$ cat config.mk
export PLATFORM = sky130hd
export DESIGN_NAME = calendar_add_days_flat
export DESIGN_NICKNAME = d
export VERILOG_FILES = /design/src/hw/rtl/cad_pkg.sv /design/src/hw/rtl/cad_in_if.sv /design/src/hw/rtl/cad_out_if.sv /design/src/hw/rtl/cad_ctrl.sv /design/src/hw/rtl/cad_dpath.sv /design/src/hw/rtl/calendar_add_days.sv /design/src/flat_wrapper.sv
export SDC_FILE = /design/constraint.sdc
export NUM_CORES = 1
export LEC_CHECK = 0
export ABC_AREA = 1
export BUFFER_PORTS_ARGS = -buffer_cell sky130_fd_sc_hd__buf_2
export CAP_MARGIN = 5
export CORE_MARGIN = 1
export CORE_UTILIZATION = 50
export DETAILED_ROUTE_END_ITERATION = 7
export PLACE_DENSITY = 0.7
export RECOVER_POWER = 100
export SYNTH_ARGS = -nofsm -noshare
export SYNTH_HDL_FRONTEND = slang
export SYNTH_SLANG_ARGS = --single-unit
$ cat constraint.sdc
create_clock -name clk -period 5.1 [get_ports clk]
set_input_delay 0.51 -clock clk [delete_from_list [all_inputs] [get_ports clk]]
set_output_delay 0.51 -clock clk [all_outputs]
set_load 0.01 [all_outputs]
$ cat src/hw/rtl/cad_pkg.sv
// Types, constants and helper functions shared by the date-offset block.
package cad_pkg;

	localparam logic [11:0] FIRST_YEAR = 12'd1901;
	localparam logic [11:0] LAST_YEAR  = 12'd2099;
	// last year relative to the first one
	localparam logic [7:0]  YEAR_SPAN  = 8'd198;
	localparam logic [16:0] SPAN_DAYS  = 17'd72684;
	localparam logic [3:0]  LAST_MONTH0 = 4'd11;
	localparam logic [8:0]  DAYS_YEAR  = 9'd365;
	localparam logic [4:0]  FEB_BASE   = 5'd28;
	// weekday remainder of day index 0 (a Tuesday, with Sunday as remainder 0)
	localparam logic [2:0]  WD_EPOCH   = 3'd2;

	typedef struct packed {
		logic [4:0]  start_day;
		logic [3:0]  start_month;
		logic [11:0] start_year;
		logic [15:0] offset_days;
		logic [4:0]  hour_in;
		logic [5:0]  minute_in;
		logic [5:0]  second_in;
	} in_item_t;

	typedef struct packed {
		logic [4:0]  result_day;
		logic [3:0]  result_month;
		logic [11:0] result_year;
		logic [2:0]  week_day;
		logic [4:0]  hour_out;
		logic [5:0]  minute_out;
		logic [5:0]  second_out;
		logic        range_overflow;
	} out_item_t;

	typedef enum logic [2:0] {
		OP_NONE,
		OP_LOAD,
		OP_SCALE,
		OP_MADD,
		OP_CLAMP,
		OP_YSTEP,
		OP_MSTEP,
		OP_FINISH
	} dp_op_t;

	typedef struct packed {
		dp_op_t op;
	} dp_cmd_t;

	typedef struct packed {
		logic madd_done;
		logic ywalk_done;
		logic mwalk_done;
	} dp_sts_t;

	typedef enum logic [2:0] {
		S_IDLE,
		S_SCALE,
		S_MADD,
		S_CLAMP,
		S_YWALK,
		S_MWALK,
		S_FINISH
	} ctl_state_t;

	// length of zero-based month m0
	function automatic logic [4:0] month_len(input logic [3:0] m0, input logic leap);
		logic [4:0] len;
		case (m0)
			4'd1: begin
				len = leap ? 5'd29 : 5'd28;
			end
			4'd3, 4'd5, 4'd8, 4'd10: begin
				len = 5'd30;
			end
			default: begin
				len = 5'd31;
			end
		endcase
		return len;
	endfunction

	function automatic logic [2:0] mod7(input logic [5:0] v);
		logic [5:0] r;
		r = v;
		if (r >= 6'd56) r = r - 6'd56;
		if (r >= 6'd28) r = r - 6'd28;
		if (r >= 6'd14) r = r - 6'd14;
		if (r >= 6'd7)  r = r - 6'd7;
		return r[2:0];
	endfunction

endpackage

$ cat src/hw/rtl/cad_in_if.sv
// Input channel: start date, day offset and time of day.
interface cad_in_if;
	import cad_pkg::*;

	logic     valid;
	logic     ready;
	in_item_t data;

	modport source (output valid, output data, input ready);
	modport sink (input valid, input data, output ready);
endinterface

$ cat src/hw/rtl/cad_out_if.sv
// Output channel: resulting date, weekday, time of day and overflow flag.
interface cad_out_if;
	import cad_pkg::*;

	logic      valid;
	logic      ready;
	out_item_t data;

	modport source (output valid, output data, input ready);
	modport sink (input valid, input data, output ready);
endinterface

$ cat src/hw/rtl/cad_ctrl.sv
// Sequencer for the date-offset datapath and output valid flag.
module cad_ctrl (
	input  logic             clk,
	input  logic             arst_n,
	input  logic             in_valid,
	output logic             in_ready,
	output logic             out_valid,
	input  logic             out_ready,
	input  cad_pkg::dp_sts_t sts,
	output cad_pkg::dp_cmd_t cmd
);
	import cad_pkg::*;

	ctl_state_t state_q, state_d;
	logic       out_full_q;

	always_ff @(posedge clk or negedge arst_n) begin
		if (!arst_n) begin
			state_q <= S_IDLE;
		end else begin
			state_q <= state_d;
		end
	end

	always_comb begin
		state_d  = state_q;
		cmd.op   = OP_NONE;
		in_ready = 1'b0;
		case (state_q)
			S_IDLE: begin
				in_ready = 1'b1;
				if (in_valid) begin
					cmd.op  = OP_LOAD;
					state_d = S_SCALE;
				end
			end
			S_SCALE: begin
				cmd.op  = OP_SCALE;
				state_d = S_MADD;
			end
			S_MADD: begin
				if (sts.madd_done) begin
					state_d = S_CLAMP;
				end else begin
					cmd.op = OP_MADD;
				end
			end
			S_CLAMP: begin
				cmd.op  = OP_CLAMP;
				state_d = S_YWALK;
			end
			S_YWALK: begin
				if (sts.ywalk_done) begin
					state_d = S_MWALK;
				end else begin
					cmd.op = OP_YSTEP;
				end
			end
			S_MWALK: begin
				if (sts.mwalk_done) begin
					state_d = S_FINISH;
				end else begin
					cmd.op = OP_MSTEP;
				end
			end
			S_FINISH: begin
				// wait until the output register is free
				if (!out_full_q || out_ready) begin
					cmd.op  = OP_FINISH;
					state_d = S_IDLE;
				end
			end
			default: begin
				state_d = S_IDLE;
			end
		endcase
	end

	always_ff @(posedge clk or negedge arst_n) begin
		if (!arst_n) begin
			out_full_q <= 1'b0;
		end else if (cmd.op == OP_FINISH) begin
			out_full_q <= 1'b1;
		end else if (out_ready) begin
			out_full_q <= 1'b0;
		end
	end

	assign out_valid = out_full_q;

endmodule

$ cat src/hw/rtl/cad_dpath.sv
// Day-index datapath: forward sum, clamp, year and month walk, output register.
module cad_dpath #(
	parameter int OFFSET_BITS = 16
) (
	input  logic              clk,
	input  cad_pkg::dp_cmd_t  cmd,
	input  cad_pkg::in_item_t in_data,
	output cad_pkg::out_item_t out_data,
	output cad_pkg::dp_sts_t  sts
);
	import cad_pkg::*;

	// holds the largest start index plus the largest offset
	localparam int IDX_W = ((OFFSET_BITS > 17) ? OFFSET_BITS : 17) + 1;
	localparam logic [IDX_W-1:0] OFF_MASK = IDX_W'((64'd1 << OFFSET_BITS) - 64'd1);

	logic [IDX_W-1:0] idx_q;
	logic [7:0]       yoff_q;
	logic [7:0]       ycnt_q;
	logic [3:0]       mon_q;
	logic [3:0]       mcnt_q;
	logic [2:0]       wd_q;
	logic             ov_q;
	logic [4:0]       hour_q;
	logic [5:0]       minute_q;
	logic [5:0]       second_q;
	out_item_t        out_q;

	logic [4:0]       day_c;
	logic [3:0]       mon_c;
	logic [11:0]      year_c;
	logic [16:0]      year_days;
	logic             start_leap;
	logic             walk_leap;
	logic [4:0]       start_mlen;
	logic [4:0]       walk_mlen;
	logic [8:0]       walk_ylen;
	logic [2:0]       wd_final;

	always_comb begin
		day_c  = (in_data.start_day == 5'd0) ? 5'd1 : in_data.start_day;
		mon_c  = in_data.start_month;
		if (mon_c == 4'd0) mon_c = 4'd1;
		if (mon_c > 4'd12) mon_c = 4'd12;
		year_c = in_data.start_year;
		if (year_c < FIRST_YEAR) year_c = FIRST_YEAR;
		if (year_c > LAST_YEAR)  year_c = LAST_YEAR;
	end

	// year offset 3 mod 4 is a leap year (1904, 1908, ...)
	assign start_leap = (yoff_q[1:0] == 2'b11);
	assign walk_leap  = (ycnt_q[1:0] == 2'b11);
	assign start_mlen = month_len(mcnt_q, start_leap);
	assign walk_mlen  = month_len(mcnt_q, walk_leap);
	assign walk_ylen  = DAYS_YEAR + {8'd0, walk_leap};
	assign year_days  = 17'(yoff_q) * 17'(DAYS_YEAR);
	assign wd_final   = mod7(6'(wd_q) + {1'b0, idx_q[4:0]});

	assign sts.madd_done  = ({1'b0, mcnt_q} + 5'd1) >= {1'b0, mon_q};
	assign sts.ywalk_done = (ycnt_q >= YEAR_SPAN) || (idx_q < IDX_W'(walk_ylen));
	assign sts.mwalk_done = (mcnt_q >= LAST_MONTH0) || (idx_q < IDX_W'(walk_mlen));

	always_ff @(posedge clk) begin
		case (cmd.op)
			OP_LOAD: begin
				idx_q    <= IDX_W'(day_c - 5'd1) + (IDX_W'(in_data.offset_days) & OFF_MASK);
				yoff_q   <= 8'(year_c - FIRST_YEAR);
				mon_q    <= mon_c;
				mcnt_q   <= 4'd0;
				hour_q   <= in_data.hour_in;
				minute_q <= in_data.minute_in;
				second_q <= in_data.second_in;
			end
			OP_SCALE: begin
				idx_q <= idx_q + IDX_W'(year_days) + IDX_W'(yoff_q >> 2);
			end
			OP_MADD: begin
				idx_q  <= idx_q + IDX_W'(start_mlen);
				mcnt_q <= mcnt_q + 4'd1;
			end
			OP_CLAMP: begin
				if (idx_q >= IDX_W'(SPAN_DAYS)) begin
					idx_q <= IDX_W'(SPAN_DAYS - 17'd1);
					ov_q  <= 1'b1;
				end else begin
					ov_q  <= 1'b0;
				end
				ycnt_q <= 8'd0;
				mcnt_q <= 4'd0;
				wd_q   <= WD_EPOCH;
			end
			OP_YSTEP: begin
				idx_q  <= idx_q - IDX_W'(walk_ylen);
				ycnt_q <= ycnt_q + 8'd1;
				// 365 days move the weekday by one, 366 by two
				wd_q   <= mod7(6'(wd_q) + 6'd1 + {5'd0, walk_leap});
			end
			OP_MSTEP: begin
				idx_q  <= idx_q - IDX_W'(walk_mlen);
				mcnt_q <= mcnt_q + 4'd1;
				wd_q   <= mod7(6'(wd_q) + 6'(walk_mlen - FEB_BASE));
			end
			OP_FINISH: begin
				out_q.result_day     <= idx_q[4:0] + 5'd1;
				out_q.result_month   <= mcnt_q + 4'd1;
				out_q.result_year    <= FIRST_YEAR + 12'(ycnt_q);
				out_q.week_day       <= wd_final + 3'd1;
				out_q.hour_out       <= hour_q;
				out_q.minute_out     <= minute_q;
				out_q.second_out     <= second_q;
				out_q.range_overflow <= ov_q;
			end
			default: begin
			end
		endcase
	end

	assign out_data = out_q;

endmodule

$ cat src/hw/rtl/calendar_add_days.sv
// Top level: adds a day offset to a date and gives the new date and weekday.
//
//   channel  dir  handshake      payload
//   in_ch    in   valid/ready    start date, offset_days, time of day
//   out_ch   out  valid/ready    result date, week_day, time of day, range_overflow
//
// One item at a time. An item passes idle, scale, the start-month sum, clamp, the
// year walk, the month walk and finish. The sum adds one month before the start
// month per step (up to 11), the year walk takes off one whole year per step (up
// to 198) and the month walk one whole month per step (up to 11).
// The year walk in the datapath is the longest part of an item's work.
// A finished result sits in the output register; the next transfer is taken
// meanwhile and only the final write waits on a stalled output.
// Reset clears the sequencer and the output valid flag; no clearing pass.
module calendar_add_days #(
	parameter int OFFSET_BITS = 16
) (
	input logic      clk,
	input logic      arst_n,
	cad_in_if.sink   in_ch,
	cad_out_if.source out_ch
);
	import cad_pkg::*;

	dp_cmd_t cmd;
	dp_sts_t sts;

	cad_ctrl u_ctrl (
		.clk       (clk),
		.arst_n    (arst_n),
		.in_valid  (in_ch.valid),
		.in_ready  (in_ch.ready),
		.out_valid (out_ch.valid),
		.out_ready (out_ch.ready),
		.sts       (sts),
		.cmd       (cmd)
	);

	cad_dpath #(
		.OFFSET_BITS (OFFSET_BITS)
	) u_dpath (
		.clk      (clk),
		.cmd      (cmd),
		.in_data  (in_ch.data),
		.out_data (out_ch.data),
		.sts      (sts)
	);

	// overflow saturates to the last representable date
	a_ovf_sat: assert property (@(posedge clk) disable iff (!arst_n)
		out_ch.valid && out_ch.data.range_overflow |->
			out_ch.data.result_year == LAST_YEAR && out_ch.data.result_month == 4'd12 &&
			out_ch.data.result_day == 5'd31 && out_ch.data.week_day == 3'd5)
		else $error("overflow result is not the last date");

	a_busy: assert property (@(posedge clk) disable iff (!arst_n)
		in_ch.valid && in_ch.ready |=> !in_ch.ready)
		else $error("input taken while an item is in work");

	a_fields: assert property (@(posedge clk) disable iff (!arst_n)
		out_ch.valid |-> out_ch.data.week_day != 3'd0 && out_ch.data.result_day != 5'd0 &&
			out_ch.data.result_month != 4'd0 && out_ch.data.result_month <= 4'd12)
		else $error("result field out of range");

	a_walk_end: assert property (@(posedge clk) disable iff (!arst_n)
		cmd.op == OP_FINISH |-> sts.ywalk_done && sts.mwalk_done)
		else $error("result written before the walk ended");

endmodule

$ cat src/flat_wrapper.sv
// flat-port wrapper written by rule: the top's interface ports become plain ports
module calendar_add_days_flat import cad_pkg::*;
#(
	parameter int OFFSET_BITS = 16
)
  (clk, arst_n, in_ch_valid, in_ch_data, in_ch_ready, out_ch_valid, out_ch_data, out_ch_ready);
  cad_in_if in_ch_i ();
  cad_out_if out_ch_i ();
  input logic clk;
  input logic arst_n;
  input wire logic [$bits(in_ch_i.valid)-1:0] in_ch_valid;
  input wire logic [$bits(in_ch_i.data)-1:0] in_ch_data;
  output wire logic [$bits(in_ch_i.ready)-1:0] in_ch_ready;
  output wire logic [$bits(out_ch_i.valid)-1:0] out_ch_valid;
  output wire logic [$bits(out_ch_i.data)-1:0] out_ch_data;
  input wire logic [$bits(out_ch_i.ready)-1:0] out_ch_ready;
  assign in_ch_i.valid = in_ch_valid;
  assign in_ch_i.data = in_ch_data;
  assign in_ch_ready = in_ch_i.ready;
  assign out_ch_valid = out_ch_i.valid;
  assign out_ch_data = out_ch_i.data;
  assign out_ch_i.ready = out_ch_ready;
  calendar_add_days #(.OFFSET_BITS(OFFSET_BITS)) u_core (.clk(clk), .arst_n(arst_n), .in_ch(in_ch_i), .out_ch(out_ch_i));
endmodule
# After elaboration in Yosys (flattened, before gate mapping)
# Cells that the tools add are included.
# classes
n_reduce_logical	17
order_cmp	21
n_eq_ne	26
multipliers	1
n_mux	47
add_sub_neg	32
# op_table
op	count
18-bit one-hot mux with 6 select lines	1
6-bit two-way mux	15
3-bit one-hot mux with 7 select lines	2
3-bit two-way mux	11
3-bit == test, second input constant	7
18-bit by 17-bit adder with 18-bit output	1
18-bit by 5-bit adder with 18-bit output	1
18-bit by 6-bit adder with 18-bit output	1
6-bit by 17-bit adder with 18-bit output	1
18-bit by 17-bit greater-or-equal comparator with 1-bit output, second input constant	1
6-bit by 3-bit greater-or-equal comparator with 1-bit output, second input constant	3
6-bit by 4-bit greater-or-equal comparator with 1-bit output, second input constant	3
6-bit by 5-bit greater-or-equal comparator with 1-bit output, second input constant	3
18-bit by 5-bit < comparator with 1-bit output	1
18-bit by 9-bit < comparator with 1-bit output	1
18-bit two-way mux	1
18-bit by 5-bit subtractor with 18-bit output	1
18-bit by 9-bit subtractor with 18-bit output	1
6-bit by 4-bit subtractor with 6-bit output, second input constant	3
6-bit by 5-bit subtractor with 6-bit output, second input constant	3
8-bit by 9-bit multiplier with 17-bit output, second input constant	1
8-bit one-hot mux with 2 select lines	1
11-bit by 8-bit adder with 12-bit output, first input constant	1
3-bit by 2-bit == test with 1-bit output, second input constant	4
other kinds (53)	76
# totals
inputBits	58
out_inout_bits	44
elab_cells	164
regBits	109

# Longest topological paths before layout
# Gate-level depths: netlist of the first run.
# logic_depth
word_depth	18
ltp_mapped	27
depth_no_buf	27

# Hierarchy
# A second synthesis of the first run with hierarchy kept.
# unflattened
cells_unflattened	1172
area_unflattened_um2	9958.3
# by_module_without_submodules
module	seq_area_each_um2	instances	cells_each	area_per_inst_um2
cad_dpath	3153.0	1	1118	9615.5
cad_ctrl	100.1	1	54	342.8

# Worst setup path before layout of the first run
# Ideal clock, no wire load.
# synth_timing
kind	reg-to-reg
from	reg u_core.u_dpath.yoff_q[0]
to	reg u_core.u_dpath.idx_q[14] (data pin)
setup_time_ns	0.256
slack_ns	0.539
t_arrival_ns	4.304
stages_incl_launch_ff	18
path_buffers	0
required_ns	4.844
synth_period_minus_slack_ns	4.561
path_cell_list	edfxtp_1 fa_1 inv_1 fa_1 fa_1 fa_1 inv_1 ha_1 ha_1 nand2_1 o21ai_0 a21oi_1 o21ai_0 nand2_1 o21bai_1 or2_2 a21oi_1 nand2_1
# synth_via
elab_chain_len	5
word_cells_on_any_way	8
classes_between	3 x add/sub; 1 x mul; 1 x eq/ne; 3 x mux
# synth_rtl
item	line_no	text
start: declaration	cad_dpath.sv:18	logic [7:0] yoff_q;
start signal: assignment	cad_dpath.sv:67	yoff_q <= 8'(year_c - FIRST_YEAR);
parallel branches: the longest is 4 deep, another holds 18-bit by 17-bit adder with 18-bit output	--	
18-bit one-hot mux with 6 select lines *	cad_dpath.sv:64	case (cmd.op)
end signal: assignment	cad_dpath.sv:66	idx_q <= IDX_W'(day_c - 5'd1) + (IDX_W'(in_data.offset_days) & OFF_MASK);
end signal: assignment	cad_dpath.sv:78	idx_q <= idx_q + IDX_W'(start_mlen);
end signal: assignment	cad_dpath.sv:83	idx_q <= IDX_W'(SPAN_DAYS - 17'd1);
end: declaration	cad_dpath.sv:17	logic [IDX_W-1:0] idx_q;
# Every way passes the cells marked *.
# A chain may end at the register's enable or synchronous reset.

# Worst setup path in the final report of the first run
# Same ends and word-level chain as after synthesis.

==> flow_summary.toml, run 1 <==
[run_status]
outcome = "finished with violations"
violations = "max-capacitance violations, max-slew violations"

[critical_path]
reg2regPathDepth = 17
crit_arrival_ns = 4.97
timing.rr.start = "u_core.u_dpath.yoff_q[0]$_DFFE_PN_"
crit_required_ns = 5.22
start_kind = "register"
end_kind = "register"
criticalPathCategory = "register to register"
r2r_slack_ns = 0.24
crit_fanout = 5
worstReg2RegEnd = "u_core.u_dpath.idx_q[14]$_DFFE_PP_"

[finish]
num_antenna_cells = 0
layout-drive-gt1-share = 0.0897
area_growth_pct = 10.0
nNetsFinal = 1519
multiInputGateArea_um2 = 5920
seqCellArea_um2 = 3250
fillers = 1852

[route]
first_iter_violations = 582
routed_wl_mm = 23.2
via_count = 8297
first_pass_iters = 5
routed_via_density = 5.29
route.detailed.drc = 0
ant_nets = 0
wl_per_cell_um = 14.8

[cts]
cts_buffers = 9
path_clk_slew_ns = 0.08
h-tree-depth = 3
clock_latency_ns = 0.36
cts_tree = "yes"
clock_path_buffers = 2
clockRootBuffer = "clkbuf_16"
clock-sinks = 109

[floorplan]
die-area_um2 = 20700
fp.dieW_um = 144
ioPinCount = 102
std_cell_rows = 51
die_h_um = 144
initial_core_util = 0.514
coreArea_um2 = 19600

[placed_design]
place_ws_ns = 0.0930
hpwlAfterDp_mm = 18.4
port_buffers = 101
gp_congestion = 0.966

[logic_synthesis]
synth_area_leaders = "edfxtp_1, ha_1, fa_1, nand2_1, inv_1"
synth.top_cell.area_share = 0.313
synth_top_area_cell = "edfxtp_1"
async_flop_share = 0.0367
yosysSeqAreaShare = 0.323
yosysWarnings = 0
ys_ff_latch = 109
synth_edf_count = 105
avgSynthCellArea_um2 = 8.51
mappedNetlistArea_um2 = 10100
syn_inst = 1184
synth_ff_type = "edfxtp_1"
ys_types = 55

[timing]
slew_headroom = -0.511
setup_ws_ns = 0.242
fin_skew_ns = 0.0136
rsz0062_at_grt = "no"
max_slew.worst_pin.slew_ns = 2.27
min_period_ns = 4.86
hold_viol = 0
final.setup.tns_ns = 0
setup_viol = 0
slew_viol_final = 73
max_freq_mhz = 206
fin_crit_sh = 0.952

[worst_hold_path]
min_path_cells = 1
min_path_type = "input pin to register"
whs_endpoint = "u_core.u_dpath.minute_q[1]$_DFFE_PN_"
min-delay-start = "in_ch_data[7]"

[global_routing]
overflow = 0
grt_pass1_vias = 7963
grt_pass1_wl_mm = 38.0
grt_usage = 0.237
grt_max_degree = 43
antenna_found_initial = 0

[job]
drv_cap = 2
## how the worst max path moves through the flow
stage / end / start / slack, ns
2_1_floorplan: u_core.u_dpath.idx_q[14]$_DFFE_PP_ / u_core.u_dpath.yoff_q[0]$_DFFE_PN_ / 0.54
6_report: u_core.u_dpath.idx_q[14]$_DFFE_PP_ / u_core.u_dpath.yoff_q[0]$_DFFE_PN_ / 0.24
3_3_place_gp: u_core.u_dpath.idx_q[14]$_DFFE_PP_ / u_core.u_dpath.yoff_q[0]$_DFFE_PN_ / 0.24
4_1_cts: u_core.u_dpath.idx_q[14]$_DFFE_PP_ / u_core.u_dpath.yoff_q[0]$_DFFE_PN_ / 0.06
5_1_grt: u_core.u_dpath.idx_q[3]$_DFFE_PP_ / u_core.u_dpath.mcnt_q[0]$_SDFFCE_PN0P_ / 0.004
3_5_place_dp: u_core.u_dpath.idx_q[14]$_DFFE_PP_ / u_core.u_dpath.yoff_q[0]$_DFFE_PN_ / 0.09
## timing repair
action,in CTS,in global routing
endpoints found under the hold margin,4,0
resized for setup,0,2
hold buffers,1,0
setup endpoints to repair,0,4
buffers inserted,0,4
## kinds of logic (layout without fill, tap and decap cells)
family	after synthesis	after routing	synth area share
xor+xnor	62	62	0.0539
other cells	1	12	0.000372
simple gates	460	460	0.205
compound gates	171	171	0.0980
buf+inv	220	329	0.0874
flops	109	109	0.323
fa+ha+maj	161	161	0.232
## synthesized netlist by cell type, drive strengths merged, types with 3 or more instances
cell type and count:
a211oi 5, a21oi 62, a31oi 7, buf 16, clkbuf 8, dfrtp 4
edfxtp 105, fa 43, ha 118, inv 194, nand2 233, nand3 66
nand4 15, nor2 98, nor3 26, nor4 4, o2111ai 3, o211ai 7
o21ai 64, o221ai 5, o22ai 5, o31ai 3, or2 11, xnor2 16
xor2 46
## area by class of cell
| type | count | share of cell area |
|---|---|---|
| Inverter | 196 | 0.0666 |
| Clock inverter | 6 | 0.00508 |
| Tap cell | 265 | 0.0299 |
| Multi-Input combinational cell | 866 | 0.534 |
| Sequential cell | 109 | 0.294 |
| Timing Repair Buffer | 118 | 0.0505 |
| Clock buffer | 9 | 0.0203 |
## sequential cells by signal (all words and copies together), names as in the netlist, 4 cells and up
register	count
u_core.u_dpath.out_data	42
u_core.u_dpath.ycnt_q	8
u_core.u_dpath.hour_q	5
u_core.u_dpath.idx_q	18
u_core.u_dpath.second_q	6
u_core.u_dpath.yoff_q	8
u_core.u_dpath.minute_q	6
u_core.u_dpath.mon_q	4
u_core.u_dpath.mcnt_q	4
## stage by stage
stage / cell area, µm² / hold WS, ns / cells / utilization
2_1_floorplan: 10100 / 0.214 / 1195 / -
3_3_place_gp: 10900 / 0.332 / 1549 / 0.557
3_5_place_dp: 10900 / 0.326 / 1549 / 0.557
4_1_cts: 11200 / 0.316 / 1565 / 0.572
5_1_grt: 11100 / 0.310 / 1569 / 0.566
6_report: 11100 / 0.325 / 1569 / 0.566
## layout by cell type (no fill, tap or decap), drive strengths merged, types with 3 or more instances in the layout
cell,instances
xnor2,16
inv,197
o21ai,64
nor3,26
edfxtp,105
nand2,233
o31ai,3
nor2,98
a31oi,7
xor2,46
nand3,66
conb,12
fa,43
o2111ai,3
clkinv,4
a211oi,5
buf,64
a21oi,62
o22ai,5
o221ai,5
nand4,15
ha,118
nor4,4
o211ai,7
clkbuf,62
dfrtp,4
or2,11
## layer usage
metal / global-route usage / share of wire / wire length [µm] / vias up
li1: - / - / - / 4169
met1: 0.304 / 0.44 / 10300 / 3806
met2: 0.399 / 0.47 / 10900 / 273
met3: 0.0323 / 0.051 / 1180 / 49
met4: 0.102 / 0.035 / 802 / 0
met5: 0 / 0 / 0 / -
## critical path, cell delays in order, from the launching register on
cell and delay [ns]:
edfxtp_1 0.53, fa_1 0.56, inv_1 0.05, fa_1 0.51, fa_1 0.44, fa_1 0.54
inv_1 0.04, ha_1 0.28, ha_1 0.36, nand2_1 0.11, o21ai_0 0.12, a21oi_2 0.25
o21ai_1 0.14, nand2_1 0.10, o21bai_1 0.07, or2_2 0.28, a21oi_1 0.15, nand2_1 0.06
Power of run 1 is not shown: default switching activity piles up to over one toggle a cycle in this logic, so the estimate is an artifact.
==> run 2, diff against run 1 <==
Settings changed: SYNTH_HIERARCHICAL set to 1.
==> run 2 against run 1 <==
Net effect:
- the flow now finishes without violations
- flip-flop and latch count unchanged
- non-clock buffer count increased by 29
- sequential share of layout area decreased by 0.94 points
- largest cell class unchanged
- global-route usage increased by 0.53 points
==> flow_summary.toml, run 2 <==
[cts]
clock_path_buffers = 2
clock-sinks = 109
cts_tree = "yes"
clock_latency_ns = 0.35
path_clk_slew_ns = 0.08
h-tree-depth = 3
clockRootBuffer = "clkbuf_16"
cts_buffers = 9

[critical_path]
r2r_slack_ns = 0.28
crit_arrival_ns = 4.92
worstReg2RegEnd = "u_core/u_dpath/idx_q[16]$_DFFE_PP_"
cpMaxStageDelayCell = "fa_1"
crit_required_ns = 5.20
path_cells = "buf_4 > fa_1 > ha_1 > ha_1 > inv_1 > fa_1 > fa_1 > inv_1 > ha_1 > a21oi_1 > o21ai_0 > nand2_1 > nand3_1 > nand3_1 > nand2_1 > nand3_1 > o21ai_1 > a21oi_1 > o21ai_0 > nand3_1"
crit_fanout = 5
criticalPathCategory = "register to register"
timing.rr.start = "u_core/u_dpath/yoff_q[0]$_DFFE_PP_"
slowest_delay_ns = 0.52
crit_family = "adder cells"
end_kind = "register"
start_kind = "register"
reg2regPathDepth = 20
path_buf_inv = 3
crit_top_cell = "nand3_1"

[placed_design]
gp_congestion = 1.02
dp.cells = 1556
placedInstanceArea_um2 = 11000
hpwlAfterDp_mm = 19.2
port_buffers = 101

[route]
routed_via_density = 5.34
route.detailed.drc = 0
routed_wl_mm = 24.1
ant_nets = 0
wl_per_cell_um = 15.1
via_count = 8501
first_pass_iters = 5
first_iter_violations = 651

[timing]
min_period_ns = 4.82
fin_skew_ns = 0.0103
max_freq_mhz = 207
final.setup.tns_ns = 0
fin_crit_sh = 0.946
setup_viol = 0
hold_viol = 0
max_slew.worst_pin.slew_ns = 0.652
slew_headroom = 0.565
slew_viol_final = 0

[floorplan]
die-area_um2 = 20500
std_cell_rows = 51
ioPinCount = 102
fp.dieW_um = 143
initial_core_util = 0.512
die_h_um = 143
coreArea_um2 = 19500

[logic_synthesis]
avgSynthCellArea_um2 = 8.50
yosysSeqAreaShare = 0.327
mappedNetlistArea_um2 = 9960
yosysWarnings = 6
synth.top_cell.area_share = 0.317
syn_inst = 1172
synth_edf_count = 105
synth_top_area_cell = "edfxtp_1"
synth_area_leaders = "edfxtp_1, ha_1, fa_1, inv_1, nand2_1"
ys_ff_latch = 109
async_flop_share = 0.0367
synth_ff_type = "edfxtp_1"
ys_types = 51
synthTopCellsByCount = "inv_1, nand2_1, ha_1"
yosysMostFrequentCell = "inv_1"

[finish]
fin_cells = 1593
layout_commonest_cell = "inv_1"
layout_common_cells = "inv_1, nand2_1, ha_1, edfxtp_1, buf_2"
nNetsFinal = 1543
num_antenna_cells = 0
area_growth_pct = 15.0
design_area_um2 = 11400
largest_reg_flops = 42
layout-drive-gt1-share = 0.165

[global_routing]
grt_usage = 0.242
grt_pass1_wl_mm = 38.4
antenna_found_initial = 0
overflow = 0
grt_pass1_vias = 7954
grt_max_degree = 30

[job]
drv_cap = 0

[run_status]
outcome = "finished, final reports clean"

[worst_hold_path]
min_path_type = "input pin to register"
whs_endpoint = "u_core/u_dpath/minute_q[3]$_DFFE_PP_"
min-delay-start = "in_ch_data[9]"
min_path_cells = 1
==> run 2: cell count changes in the layout (fill, tap and decap cells not counted), sizes merged, moves of 12 or more <==
cell / before / now
nand2: 233 / 187
a21oi: 62 / 89
o21ai: 64 / 89
clkbuf: 62 / 14
buf: 64 / 141
xor2: 46 / 29
nand3: 66 / 78
==> run 2: final cells by class <==
class,count,area [µm²]
clock inverter,6,61.3
tap,265,332
sequential,109,3250
clock buffer,9,225
multi-input combinational,859,5970
timing repair buffer,147,862
fill,1756,8010
inverter,198,747
==> run 2: how the worst max path moves through the flow <==
stage / from / endpoint / slack (ns) / depth (start not counted)
4_1_cts: u_core/u_dpath/mcnt_q[0]$_SDFFCE_PN0P_ / u_core/u_dpath/idx_q[2]$_DFFE_PP_ / 0.02 / 28
5_1_grt: u_core/u_dpath/mcnt_q[0]$_SDFFCE_PN0P_ / u_core/u_dpath/idx_q[17]$_DFFE_PP_ / -0.03 / 32
3_5_place_dp: u_core/u_dpath/mcnt_q[0]$_SDFFCE_PN0P_ / u_core/u_dpath/idx_q[11]$_DFFE_PP_ / 0.04 / 31
6_report: u_core/u_dpath/yoff_q[0]$_DFFE_PP_ / u_core/u_dpath/idx_q[16]$_DFFE_PP_ / 0.28 / 20
3_3_place_gp: u_core/u_dpath/yoff_q[0]$_DFFE_PP_ / u_core/u_dpath/idx_q[16]$_DFFE_PP_ / 0.21 / 19
2_1_floorplan: u_core/u_dpath/mcnt_q[0]$_SDFFCE_PN0P_ / u_core/u_dpath/idx_q[0]$_DFFE_PP_ / 0.01 / 27
==> run 2: routing by layer <==
metal / global-route usage / vias to the layer above / part of all wire
li1: - / 4261 / -
met1: 0.311 / 3922 / 0.44
met2: 0.414 / 276 / 0.48
met3: 0.0312 / 42 / 0.055
met4: 0.0934 / 0 / 0.027
met5: 0 / - / 0
==> run 2: what timing repair did <==
action                     in CTS  in global routing
cloned                          0                  0
buffers inserted                3                 18
hold endpoints to repair        4                  0
setup endpoints to repair      13                 78
gates resized for setup         0                 19
pin swaps                       1                  2
hold buffers                    1                  0
==> run 2: through the flow <==
step                      setup WS, ns   util  hold WS [ns]
after floorplan                 0.0119      -         0.214
final                            0.277  0.588         0.326
after global routing           -0.0331  0.588         0.316
after global placement           0.208  0.563         0.321
after detailed placement        0.0403  0.563         0.323
after CTS                       0.0246  0.579         0.319
==> run 2: kinds of logic after synthesis <==
| group | after synthesis | share of synthesized area |
|---|---|---|
| simple gates | 419 | 0.193 |
| compound gates | 230 | 0.129 |
| buf+inv | 215 | 0.0836 |
| fa+ha+maj | 161 | 0.235 |
| flops | 109 | 0.327 |
| xor+xnor | 37 | 0.0325 |
| other cells | 1 | 0.000377 |
Power of run 2 is left out for the same reason.
==> run 3, diff against run 2 <==
Settings changed: CORE_UTILIZATION 50 to 25, PLACE_DENSITY 0.7 to 0.41.
==> run 3 against run 2 <==
Net effect:
- non-clock buffer count is 2 lower
- highest routed layer unchanged
- clock skew shrank 0.00088 ns
- global-route usage fell by 11 points
- cell count grew 16%
- core utilization fell by 29 points
- critical path depth is 1 lower
- register-to-register slack better by 0.02 ns
- largest cell class unchanged
- critical path type unchanged
- flip-flop and latch count unchanged
- via count shrank 3.6%
- clock-buffer cell count did not move
- die area is 98% higher
==> flow_summary.toml, run 3 (synthesis results as in run 2) <==
[run_status]
outcome = "finished, final reports clean"

[timing]
fin_crit_sh = 0.941
fin_skew_ns = 0.00944
final.setup.tns_ns = 0
setup_viol = 0
setup_ws_ns = 0.300
max_freq_mhz = 208
slew_headroom = 0.439
holdWs_ns = 0.313
slew_viol_final = 0
hold_viol = 0
max_slew.worst_pin.slew_ns = 0.838
rsz0062_at_grt = "no"
min_period_ns = 4.80

[critical_path]
crit_fanout = 6
end_kind = "register"
crit_arrival_ns = 4.91
cpMaxStageDelayCell = "edfxtp_1"
reg2regPathDepth = 19
r2r_slack_ns = 0.30
crit_top_cell = "nand3_1"
timing.rr.start = "u_core/u_dpath/yoff_q[6]$_DFFE_PP_"
crit_required_ns = 5.21
slowest_delay_ns = 0.55
worstReg2RegEnd = "u_core/u_dpath/idx_q[16]$_DFFE_PP_"
criticalPathCategory = "register to register"
path_cells = "ha_1 > fa_1 > inv_1 > fa_1 > inv_1 > fa_1 > ha_1 > ha_1 > nand2_1 > nor2_1 > nand3_1 > nand3_1 > nand3_1 > nand2_1 > nand3_1 > o21ai_0 > a21oi_1 > o21ai_0 > nand3_1"
start_kind = "register"

[route]
routed_via_density = 4.44
route.detailed.drc = 0
first_pass_iters = 5
via_count = 8199
wl_per_cell_um = 14.4
routed_wl_mm = 26.6
ant_nets = 0
first_iter_violations = 452

[global_routing]
grt_max_degree = 39
grt_usage = 0.132
grt_pass1_wl_mm = 42.0
antenna_found_initial = 0
grt_pass1_vias = 8028
overflow = 0

[finish]
layout_common_cells = "inv_1, nand2_1, ha_1, edfxtp_1, buf_2"
area_growth_pct = 18.2
nNetsFinal = 1541
final_util = 0.302
layout_commonest_cell = "inv_1"
seqCellArea_um2 = 3250
layout-drive-gt1-share = 0.170
largest_reg_flops = 42
num_antenna_cells = 0
multiInputGateArea_um2 = 5970
fillers = 4165

[cts]
cts_tree = "yes"
cts_buffers = 9
clockRootBuffer = "clkbuf_16"
clock_path_buffers = 2
path_clk_slew_ns = 0.08
clock-sinks = 109
clock_latency_ns = 0.37
h-tree-depth = 3

[floorplan]
die-area_um2 = 40600
std_cell_rows = 72
die_h_um = 202
ioPinCount = 102
initial_core_util = 0.255
fp.dieW_um = 202
coreArea_um2 = 39000

[job]
drv_cap = 0

[placed_design]
gp_congestion = 0.833
port_buffers = 101
place_ws_ns = 0.0566
hpwlAfterDp_mm = 21.7

[worst_hold_path]
min_path_cells = 1
min-delay-start = "in_ch_data[9]"
whs_endpoint = "u_core/u_dpath/minute_q[3]$_DFFE_PP_"
min_path_type = "input pin to register"
-- run 3: cell types whose count changed in the layout (fill, tap and decap cells not counted), sizes merged --
cell      change
clkinvlp      -2
clkbuf        +3
clkinv        -1
inv           +4
buf           -5
-- run 3: worst max-delay path by stage --
stage                                           startpoint                                 end  slack [ns]  cells after the start
finish                  u_core/u_dpath/yoff_q[6]$_DFFE_PP_  u_core/u_dpath/idx_q[16]$_DFFE_PP_        0.30                     19
global route            u_core/u_dpath/yoff_q[6]$_DFFE_PP_  u_core/u_dpath/idx_q[16]$_DFFE_PP_       0.009                     19
CTS                 u_core/u_dpath/mcnt_q[0]$_SDFFCE_PN0P_  u_core/u_dpath/idx_q[12]$_DFFE_PP_        0.02                     31
detailed placement  u_core/u_dpath/mcnt_q[0]$_SDFFCE_PN0P_  u_core/u_dpath/idx_q[12]$_DFFE_PP_        0.06                     31
global placement    u_core/u_dpath/mcnt_q[0]$_SDFFCE_PN0P_  u_core/u_dpath/idx_q[12]$_DFFE_PP_        0.26                     31
floorplan           u_core/u_dpath/mcnt_q[0]$_SDFFCE_PN0P_   u_core/u_dpath/idx_q[0]$_DFFE_PP_        0.01                     27
-- run 3: timing repair --
item | 4_1_cts | 5_1_grt
hold endpoints to repair | 4 | 0
gates resized for setup | 0 | 27
setup endpoints to repair | 0 | 75
buffers inserted | 0 | 11
hold buffers | 1 | 0
-- run 3: stage by stage --
stage,area [µm²],cells
after detailed placement,11300,1815
after global routing,11800,1845
after CTS,11700,1832
final,11800,1845
after floorplan,10000,1183
after global placement,11300,1815
-- run 3: worst max-delay path: cells and delay by family, from the launching register on --
family	cells	cell delay [ns]
fa+ha+maj	6	2.58
simple gates	8	0.88
flops	1	0.55
compound gates	3	0.43
buf+inv	2	0.10
-- run 3: routing by layer --
layer	routed length (µm)	GRT usage	vias up	share of wire
met3	980	0.0211	31	0.037
met2	12600	0.222	154	0.47
met1	12200	0.169	3751	0.46
met5	0	0	-	0
li1	-	-	4263	-
met4	804	0.0484	0	0.030
-- run 3: area by class of cell --
| type | instances | share of cell area |
|---|---|---|
| Sequential cell | 109 | 0.276 |
| Clock inverter | 7 | 0.00797 |
| Timing Repair Buffer | 145 | 0.0716 |
| Clock buffer | 9 | 0.0191 |
| Inverter | 198 | 0.0631 |
| Tap cell | 518 | 0.0550 |
| Multi-Input combinational cell | 859 | 0.507 |
Power of run 3 is left out for the same reason.
